[src/hw/rtl/mte_pkg.sv]
`timescale 1ns / 1ps

package mte_pkg;

	// Table size and derived widths
	localparam int NUM_TIMERS = 64;
	localparam int TIMER_AW   = (NUM_TIMERS > 1) ? $clog2(NUM_TIMERS) : 1;
	localparam int SCAN_W     = $clog2(NUM_TIMERS + 1);

	// Fixed field widths
	localparam int IDX_W  = 6;
	localparam int RUN_W  = 31;
	localparam int TICK_W = 32;

	// Command queue between front and back (depth is a power of two)
	localparam int CQ_DEPTH = 4;
	localparam int CQ_AW    = $clog2(CQ_DEPTH);
	localparam int CQ_CW    = $clog2(CQ_DEPTH + 1);

	// Report queue at the output (depth is a power of two)
	localparam int OQ_DEPTH = 4;
	localparam int OQ_AW    = $clog2(OQ_DEPTH);
	localparam int OQ_CW    = $clog2(OQ_DEPTH + 1);

	// Request type codes
	localparam logic [1:0] REQ_TICK  = 2'd0;
	localparam logic [1:0] REQ_START = 2'd1;
	localparam logic [1:0] REQ_STOP  = 2'd2;

	typedef struct packed {
		logic [1:0]       req_type;
		logic [IDX_W-1:0] timer_index;
		logic [RUN_W-1:0] run_length;
	} req_t;

	typedef struct packed {
		logic [IDX_W-1:0]  expired_index;
		logic [TICK_W-1:0] expiry_tick;
		logic              final_report;
	} rpt_t;

	typedef enum logic [1:0] {
		CMD_TICK,
		CMD_START,
		CMD_STOP
	} cmd_kind_t;

	typedef struct packed {
		cmd_kind_t        kind;
		logic [IDX_W-1:0] index;
		logic [RUN_W-1:0] span;
	} cmd_t;

	typedef enum logic [1:0] {
		BK_IDLE,
		BK_SCAN,
		BK_FLUSH
	} bk_state_t;

endpackage

[src/hw/rtl/multi_timer_expiry_engine.sv]
`timescale 1ns / 1ps
// Flow: an accepted request is written into the command queue, and the executor takes it from
// there once it is idle. A tick's reports are held one expiry behind the scan. The first is
// pushed when the scan finds a second expiry, or when the scan ends for a lone expiry.
// Execution: start and stop are carried out when taken. A tick holds the executor for a scan
// that reads one deadline per cycle while the report queue has room, and longer when it fills.
// Reset: arst_n clears the tick counter, stops every timer and empties both queues at once.

module multi_timer_expiry_engine import mte_pkg::*; (
	input  logic clk,
	input  logic arst_n,
	input  logic push,
	output logic full,
	input  req_t request,
	output logic empty,
	input  logic pop,
	output rpt_t report
);

	// Front to back: classified commands waiting in a short queue
	logic             cmd_valid;
	cmd_t             cmd;
	logic             cmd_take;

	// Back to report queue
	logic             out_push;
	rpt_t             out_data;
	logic [OQ_CW-1:0] out_count;

	// Accept each request while not full, drop the ones that do nothing, hold the rest in order
	mte_front u_front (
		.clk       (clk),
		.arst_n    (arst_n),
		.push      (push),
		.full      (full),
		.request   (request),
		.cmd_valid (cmd_valid),
		.cmd       (cmd),
		.cmd_take  (cmd_take)
	);

	// Execute commands: arm and stop timers, advance the counter and scan the table on tick.
	// Hold the latest expiry back one step so the last one of a tick can be marked.
	mte_back u_back (
		.clk       (clk),
		.arst_n    (arst_n),
		.cmd_valid (cmd_valid),
		.cmd       (cmd),
		.cmd_take  (cmd_take),
		.out_count (out_count),
		.out_push  (out_push),
		.out_data  (out_data)
	);

	// Buffer reports so the scan only stalls when the consumer falls behind
	mte_outq u_outq (
		.clk       (clk),
		.arst_n    (arst_n),
		.out_push  (out_push),
		.out_data  (out_data),
		.out_count (out_count),
		.empty     (empty),
		.pop       (pop),
		.report    (report)
	);

endmodule

[src/hw/rtl/mte_front.sv]
`timescale 1ns / 1ps

module mte_front import mte_pkg::*; (
	input  logic clk,
	input  logic arst_n,
	input  logic push,
	output logic full,
	input  req_t request,
	output logic cmd_valid,
	output cmd_t cmd,
	input  logic cmd_take
);

	cmd_t             cq_mem_q [CQ_DEPTH];
	logic [CQ_AW-1:0] wr_ptr_q;
	logic [CQ_AW-1:0] rd_ptr_q;
	logic [CQ_CW-1:0] cnt_q;
	cmd_t             cls;
	logic             keep;
	logic             idx_ok;
	logic             wr;
	logic             rd;

	assign idx_ok = 32'(request.timer_index) < 32'(NUM_TIMERS);

	// Classify: drop unknown types and out-of-range indexes, fold a zero run length to one
	always_comb begin
		cls.index = request.timer_index;
		cls.span  = (request.run_length == '0) ? RUN_W'(1) : request.run_length;
		cls.kind  = CMD_TICK;
		keep      = 1'b0;
		case (request.req_type)
			REQ_TICK: begin
				cls.kind = CMD_TICK;
				keep     = 1'b1;
			end
			REQ_START: begin
				cls.kind = CMD_START;
				keep     = idx_ok;
			end
			REQ_STOP: begin
				cls.kind = CMD_STOP;
				keep     = idx_ok;
			end
			default: begin
				keep = 1'b0;
			end
		endcase
	end

	assign full      = (cnt_q == CQ_CW'(CQ_DEPTH));
	assign wr        = push && !full && keep;
	assign cmd_valid = (cnt_q != '0);
	assign rd        = cmd_take && cmd_valid;
	assign cmd       = cq_mem_q[rd_ptr_q];

	always_ff @(posedge clk or negedge arst_n) begin
		if (!arst_n) begin
			wr_ptr_q <= '0;
			rd_ptr_q <= '0;
			cnt_q    <= '0;
		end else begin
			if (wr) wr_ptr_q <= wr_ptr_q + CQ_AW'(1);
			if (rd) rd_ptr_q <= rd_ptr_q + CQ_AW'(1);
			cnt_q <= cnt_q + CQ_CW'(wr) - CQ_CW'(rd);
		end
	end

	always_ff @(posedge clk) begin
		if (wr) cq_mem_q[wr_ptr_q] <= cls;
	end

endmodule

[src/hw/rtl/mte_outq.sv]
`timescale 1ns / 1ps

module mte_outq import mte_pkg::*; (
	input  logic             clk,
	input  logic             arst_n,
	input  logic             out_push,
	input  rpt_t             out_data,
	output logic [OQ_CW-1:0] out_count,
	output logic             empty,
	input  logic             pop,
	output rpt_t             report
);

	rpt_t             oq_mem_q [OQ_DEPTH];
	logic [OQ_AW-1:0] wr_ptr_q;
	logic [OQ_AW-1:0] rd_ptr_q;
	logic [OQ_CW-1:0] cnt_q;
	logic             wr;
	logic             rd;

	assign wr        = out_push && (cnt_q != OQ_CW'(OQ_DEPTH));
	assign empty     = (cnt_q == '0);
	assign rd        = pop && !empty;
	assign report    = oq_mem_q[rd_ptr_q];
	assign out_count = cnt_q;

	always_ff @(posedge clk or negedge arst_n) begin
		if (!arst_n) begin
			wr_ptr_q <= '0;
			rd_ptr_q <= '0;
			cnt_q    <= '0;
		end else begin
			if (wr) wr_ptr_q <= wr_ptr_q + OQ_AW'(1);
			if (rd) rd_ptr_q <= rd_ptr_q + OQ_AW'(1);
			cnt_q <= cnt_q + OQ_CW'(wr) - OQ_CW'(rd);
		end
	end

	always_ff @(posedge clk) begin
		if (wr) oq_mem_q[wr_ptr_q] <= out_data;
	end

endmodule

[src/hw/rtl/mte_back.sv]
`timescale 1ns / 1ps

module mte_back import mte_pkg::*; (
	input  logic             clk,
	input  logic             arst_n,
	input  logic             cmd_valid,
	input  cmd_t             cmd,
	output logic             cmd_take,
	input  logic [OQ_CW-1:0] out_count,
	output logic             out_push,
	output rpt_t             out_data
);

	bk_state_t             state_q, state_d;
	logic [TICK_W-1:0]     now_q;
	logic [NUM_TIMERS-1:0] running_q;
	logic [TICK_W-1:0]     deadline_mem [NUM_TIMERS];
	logic [TICK_W-1:0]     deadline_s1;
	logic [TIMER_AW-1:0]   addr_s1;
	logic                  v_s1;
	logic [SCAN_W-1:0]     issue_q;
	logic                  pend_v_q;
	logic [TIMER_AW-1:0]   pend_idx_q;
	logic [TIMER_AW-1:0]   cmd_addr;
	logic [OQ_CW:0]        oq_load;
	logic                  oq_room;
	logic                  issue_done;
	logic                  issue;
	logic                  hit;
	logic                  flush_push;

	assign cmd_addr   = TIMER_AW'(cmd.index);
	assign issue_done = (issue_q == SCAN_W'(NUM_TIMERS));
	// Room for the report the compare stage may push plus one more
	assign oq_load    = {1'b0, out_count} + (OQ_CW + 1)'(v_s1);
	assign oq_room    = oq_load < (OQ_CW + 1)'(OQ_DEPTH);
	assign hit        = v_s1 && running_q[addr_s1] && (deadline_s1 == now_q);

	always_comb begin
		state_d = state_q;
		case (state_q)
			BK_IDLE: begin
				if (cmd_valid && cmd.kind == CMD_TICK) state_d = BK_SCAN;
			end
			BK_SCAN: begin
				if (issue_done && !v_s1) state_d = BK_FLUSH;
			end
			BK_FLUSH: begin
				if (!pend_v_q || out_count != OQ_CW'(OQ_DEPTH)) state_d = BK_IDLE;
			end
			default: begin
				state_d = BK_IDLE;
			end
		endcase
	end

	always_comb begin
		cmd_take   = 1'b0;
		issue      = 1'b0;
		flush_push = 1'b0;
		out_push   = 1'b0;
		out_data   = '{expired_index: IDX_W'(pend_idx_q), expiry_tick: now_q,
			final_report: 1'b0};
		case (state_q)
			BK_IDLE: begin
				cmd_take = cmd_valid;
			end
			BK_SCAN: begin
				issue    = !issue_done && oq_room;
				// a new hit proves the held one was not the last
				out_push = hit && pend_v_q;
			end
			BK_FLUSH: begin
				flush_push            = pend_v_q && (out_count != OQ_CW'(OQ_DEPTH));
				out_push              = flush_push;
				out_data.final_report = 1'b1;
			end
			default: begin
				cmd_take = 1'b0;
			end
		endcase
	end

	always_ff @(posedge clk or negedge arst_n) begin
		if (!arst_n) begin
			state_q    <= BK_IDLE;
			now_q      <= '0;
			running_q  <= '0;
			issue_q    <= '0;
			v_s1       <= 1'b0;
			pend_v_q   <= 1'b0;
			pend_idx_q <= '0;
		end else begin
			state_q <= state_d;
			v_s1    <= issue;
			if (cmd_take) begin
				case (cmd.kind)
					CMD_TICK: begin
						now_q    <= now_q + TICK_W'(1);
						issue_q  <= '0;
						pend_v_q <= 1'b0;
					end
					CMD_START: running_q[cmd_addr] <= 1'b1;
					CMD_STOP:  running_q[cmd_addr] <= 1'b0;
					default:   running_q <= running_q;
				endcase
			end
			if (issue) issue_q <= issue_q + SCAN_W'(1);
			if (hit) begin
				running_q[addr_s1] <= 1'b0;
				pend_v_q           <= 1'b1;
				pend_idx_q         <= addr_s1;
			end
			if (flush_push) pend_v_q <= 1'b0;
		end
	end

	// Deadline store: one write port for start, one registered read port for the scan
	always_ff @(posedge clk) begin
		if (cmd_take && cmd.kind == CMD_START)
			deadline_mem[cmd_addr] <= now_q + TICK_W'(cmd.span);
		if (issue) begin
			deadline_s1 <= deadline_mem[issue_q[TIMER_AW-1:0]];
			addr_s1     <= issue_q[TIMER_AW-1:0];
		end
	end

	a_push_room: assert property (@(posedge clk) disable iff (!arst_n)
		out_push |-> out_count != OQ_CW'(OQ_DEPTH))
		else $error("report pushed into a full queue");

	a_busy_no_take: assert property (@(posedge clk) disable iff (!arst_n)
		(state_q != BK_IDLE) |-> !cmd_take)
		else $error("command taken during a scan");

	a_final_ends: assert property (@(posedge clk) disable iff (!arst_n)
		(out_push && out_data.final_report) |=> state_q == BK_IDLE)
		else $error("scan did not end after the last report");

	a_hit_clears: assert property (@(posedge clk) disable iff (!arst_n)
		hit |=> !running_q[$past(addr_s1)])
		else $error("expired timer still running");

endmodule
[config.mk]
export PLATFORM = sky130hd
export DESIGN_NAME = multi_timer_expiry_engine
export DESIGN_NICKNAME = d
export VERILOG_FILES = /design/src/hw/rtl/mte_pkg.sv /design/src/hw/rtl/multi_timer_expiry_engine.sv /design/src/hw/rtl/mte_front.sv /design/src/hw/rtl/mte_outq.sv /design/src/hw/rtl/mte_back.sv
export SDC_FILE = /design/constraint.sdc
export NUM_CORES = 2
export LEC_CHECK = 0
export ABC_AREA = 1
export BUFFER_PORTS_ARGS = -buffer_cell sky130_fd_sc_hd__buf_2
export CAP_MARGIN = 20
export CORE_AREA = 2 2 619 375
export DETAILED_ROUTE_END_ITERATION = 16
export DIE_AREA = 0 0 621 377
export GPL_ROUTABILITY_DRIVEN = 0
export PLACE_DENSITY = 0.64
export SLEW_MARGIN = 10
export SYNTH_ARGS = -nofsm -noshare
export SYNTH_HDL_FRONTEND = slang
export SYNTH_SLANG_ARGS = --single-unit
export TNS_END_PERCENT = 50
[constraint.sdc]
create_clock -name clk -period 4.9 [get_ports clk]
set_input_delay 0.245 -clock clk [delete_from_list [all_inputs] [get_ports clk]]
set_output_delay 0.245 -clock clk [all_outputs]
set_load 0.01 [all_outputs]
==> out/results.tsv <==
stage	metric	value	unit
global_routing	grt_pass1_vias	65749	
synthesis	syn_nets	8351	
sta	slew_headroom	0.270	
power_and_ir_drop	p_sw	28.3	mW
synthesis	synth_area_leaders	edfxtp_1 70%, o21ai_0 6.0%, nor2_1 5.1%, nand2_1 3.7%, o22ai_1 3.6%	
final_layout	nets	8443	
power_and_ir_drop	p_comb_frac	0.355	
die	core	228000	um^2
setup_path	worst_ep_required_time	5.44	ns
power_and_ir_drop	clockPowerShare	0.234	
setup_path	critPathMaxFanout	64	
clocking	numCtsBuffers	217	
synthesis	synth-seq-area-share	0.735	
routing	wirelength	334	mm
global_routing	grt_start_max_net_pins	176	
synthesis	synthFlopType	edfxtp_1	
sta	setup_viol_count_final	0	
final_layout	final_core_util	0.508	
synthesis	synth_top_area_frac	0.704	
synthesis	synthTopCellsByCount	2,398 x edfxtp_1, 1,386 x nor2_1, 1,219 x o21ai_0	
sta	hold_violations	0	
die	start_util	0.449	
synthesis	yosys.cell_count.top_type	edfxtp_1	
routing	antenna_left	0	
sta	fmax	216	MHz
power_and_ir_drop	intPower	44.8	mW
setup_path	cp-start-kind	flop	
synthesis	async_reset_ff_frac	0.0503	
sta	fin_crit	4.62	ns
outcome	status	completed	
power_and_ir_drop	leakage	38.6	nW
die	dieArea	234000	um^2
routing	drt_iter0_markers	13175	
die	fp.dieH	377	um
routing	drt-wirelength-per-cell	28.9	um
setup_path	endpoint_kind	flop	
synthesis	avgSynthCellArea	12.4	um^2
final_layout	nFillCells	19189	
global_routing	grt_use_total	0.277	
synthesis	syn_inst	8251	
die	ios	84	
clocking	cts.clk_slew.worst_paths	0.07	ns
global_routing	grt_first_pass_wirelength	471	mm
routing	drc	0	
power_and_ir_drop	vdd_drop_max	0.924	mV
synthesis	synth_edf_count	2398	
final_layout	area_growth	13.2	%
sta	slew_violations	0	
clocking	clock-sinks	2525	
synthesis	synth_warnings	0	
synthesis	ys_seq_elements	2525	
placed_design	preCtsSetupSlack	0.549	ns
sta	rsz0062_at_grt	false	
final_layout	drive_gt1_frac	0.0978	
sta	setup_ws	0.277	ns
die	rows	136	
sta	skew	0.0494	ns
hold_path	min_path_type	in2async	
clocking	htreeDepth	4	
synthesis	synth_cell_types	46	
power_and_ir_drop	seqPwrFrac	0.411	
placed_design	io_buffers	83	
placed_design	dp_hpwl	192	mm
clocking	cts_buffer_depth	4	
final_layout	postLayoutCellArea	116000	um^2
sta	min_period_over_period	0.943	
clocking	cts_setup_buffers	0	
clocking	clk_latency	0.88	ns
synthesis	synth_top_area_cell	edfxtp_1	
routing	via_per_inst	6.25	
clocking	clockRootBuffer	clkbuf_16	
setup_path	arrival	5.16	ns
global_routing	antenna_found_initial	22	
power_and_ir_drop	switching_share	0.387	
synthesis	synthesis.area	102000	um^2
global_routing	gr-total-overflow	0	
routing	dr.pass1.iters	6	
flow_run	cap_violations	0	
die	chipWidth	621	um
power_and_ir_drop	p_per_area	631	nW/um^2
placed_design	dpl-instance-area	109000	um^2
setup_path	criticalPathCategory	reg2reg	
routing	via_count	72113	
sta	tightest_slew	1.10	ns
clocking	cts_tree	built	
==> path summary, 6_finish.rpt <==
check                                                         to                       startpoint  cells past startpoint  slack [ns]
setup / recovery           u_back.deadline_mem[43][16]$_DFFE_PP_  u_front.rd_ptr_q[1]$_DFFE_PN0P_                     14        0.28
hold / removal                    u_back.running_q[18]$_DFF_PN0_                           arst_n                      2        0.02
max in group asynchronous                  u_back.v_s1$_DFF_PN0_                           arst_n                      3        3.78
min in group clk                u_front.cq_mem_q[3][9]$_DFFE_PP_                       request[9]                      2        0.16
setup reg to reg           u_back.deadline_mem[43][16]$_DFFE_PP_  u_front.rd_ptr_q[1]$_DFFE_PN0P_                     14        0.28
hold reg to reg                   u_back.running_q[57]$_DFF_PN0_   u_back.running_q[57]$_DFF_PN0_                      2        0.52
==> cell type report <==
class                   count  area, um^2  area share
flip-flops and latches   2525       75200       0.649
well taps                3036        3800      0.0328
multi-input cells        4962       25000       0.216
repair buffers            428        4180      0.0361
clock buffers             274        5800      0.0501
clock inverters           107         982     0.00848
inverters                 209         807     0.00697
diodes                      6        15.0    0.000130
==> sequential cells by signal (all words and copies together) (netlist names), 2 cells and up <==
register and cells:
u_front.rd_ptr_q 2, u_back.state_q 2, u_back.now_q 32, u_outq.out_count 3, u_front.cnt_q 3, u_back.running_q 64, u_front.wr_ptr_q 2, u_back.addr_s1 6
u_outq.rd_ptr_q 2, u_front.cq_mem_q 156, u_back.deadline_s1 32, u_back.pend_idx_q 6, u_outq.wr_ptr_q 2, u_outq.oq_mem_q 156, u_back.issue_q 7, u_back.deadline_mem 2048
==> critical path, cell delays in order, from the launching register on <==
cell,delay (ns)
dfrtp_1,0.55
clkinv_2,0.29
o21ai_0,0.14
o22ai_1,0.38
ha_2,0.29
inv_1,0.06
fa_1,0.46
o21ai_0,0.34
a21oi_1,0.23
o21bai_1,0.22
nand2_1,0.08
nand2_1,0.21
a21oi_1,0.19
xnor2_4,0.18
buf_4,0.59
==> layer usage <==
layer  part of all wire  global-route usage  wire, um  up-vias
met5            0.00016                   0        55        -
met4              0.026              0.0713      8840        6
met3               0.17               0.100     56400      569
met2               0.40               0.368    133000     5489
met1               0.41               0.423    136000    35790
li1                   -                   -         -    30259
==> logic make-up after synthesis <==
kind of cell,count (synthesis),synth area share
fa+ha+maj,57,0.00719
xor+xnor,79,0.00676
simple gates,2725,0.107
flops,2525,0.735
compound gates,2101,0.114
buf+inv,764,0.0309
==> layout by cell type (no fill, tap or decap), drive strengths merged, types with 127 or more instances in the layout <==
master and count:
o22ai 586, nor2 1393, nand2 1020, dfrtp 127, o21ai 1252, nand4 150, buf 385, clkbuf 274
inv 213, edfxtp 2398
==> repair_timing <==
item | 4_1_cts | 5_1_grt
hold buffers | 43 | 0
hold endpoints to repair | 238 | 0
resized for setup | 0 | 0
==> through the flow <==
stage                     cells  power, mW  hold WS [ns]  setup TNS (ns)
after floorplan            8251       44.0       -0.0506          -66.36
after global placement    11115       54.9         0.379               0
after detailed placement  11115       55.5         0.384               0
after CTS                 11539       72.3        0.0382               0
after global routing      11541       75.5        0.0701               0
final                     11547       73.1        0.0182               0
==> power groups by stage <==
stage / clock network, mW / logic, mW / registers (mW)
detailed placement: 0 / 25.0 / 30.5
floorplan: 0 / 13.5 / 30.5
global route: 18.0 / 27.4 / 30.1
global placement: 0 / 24.4 / 30.5
finish: 17.1 / 25.9 / 30.1
CTS: 17.2 / 25.1 / 30.0
Note: power is estimated with default switching activity, not from simulation.
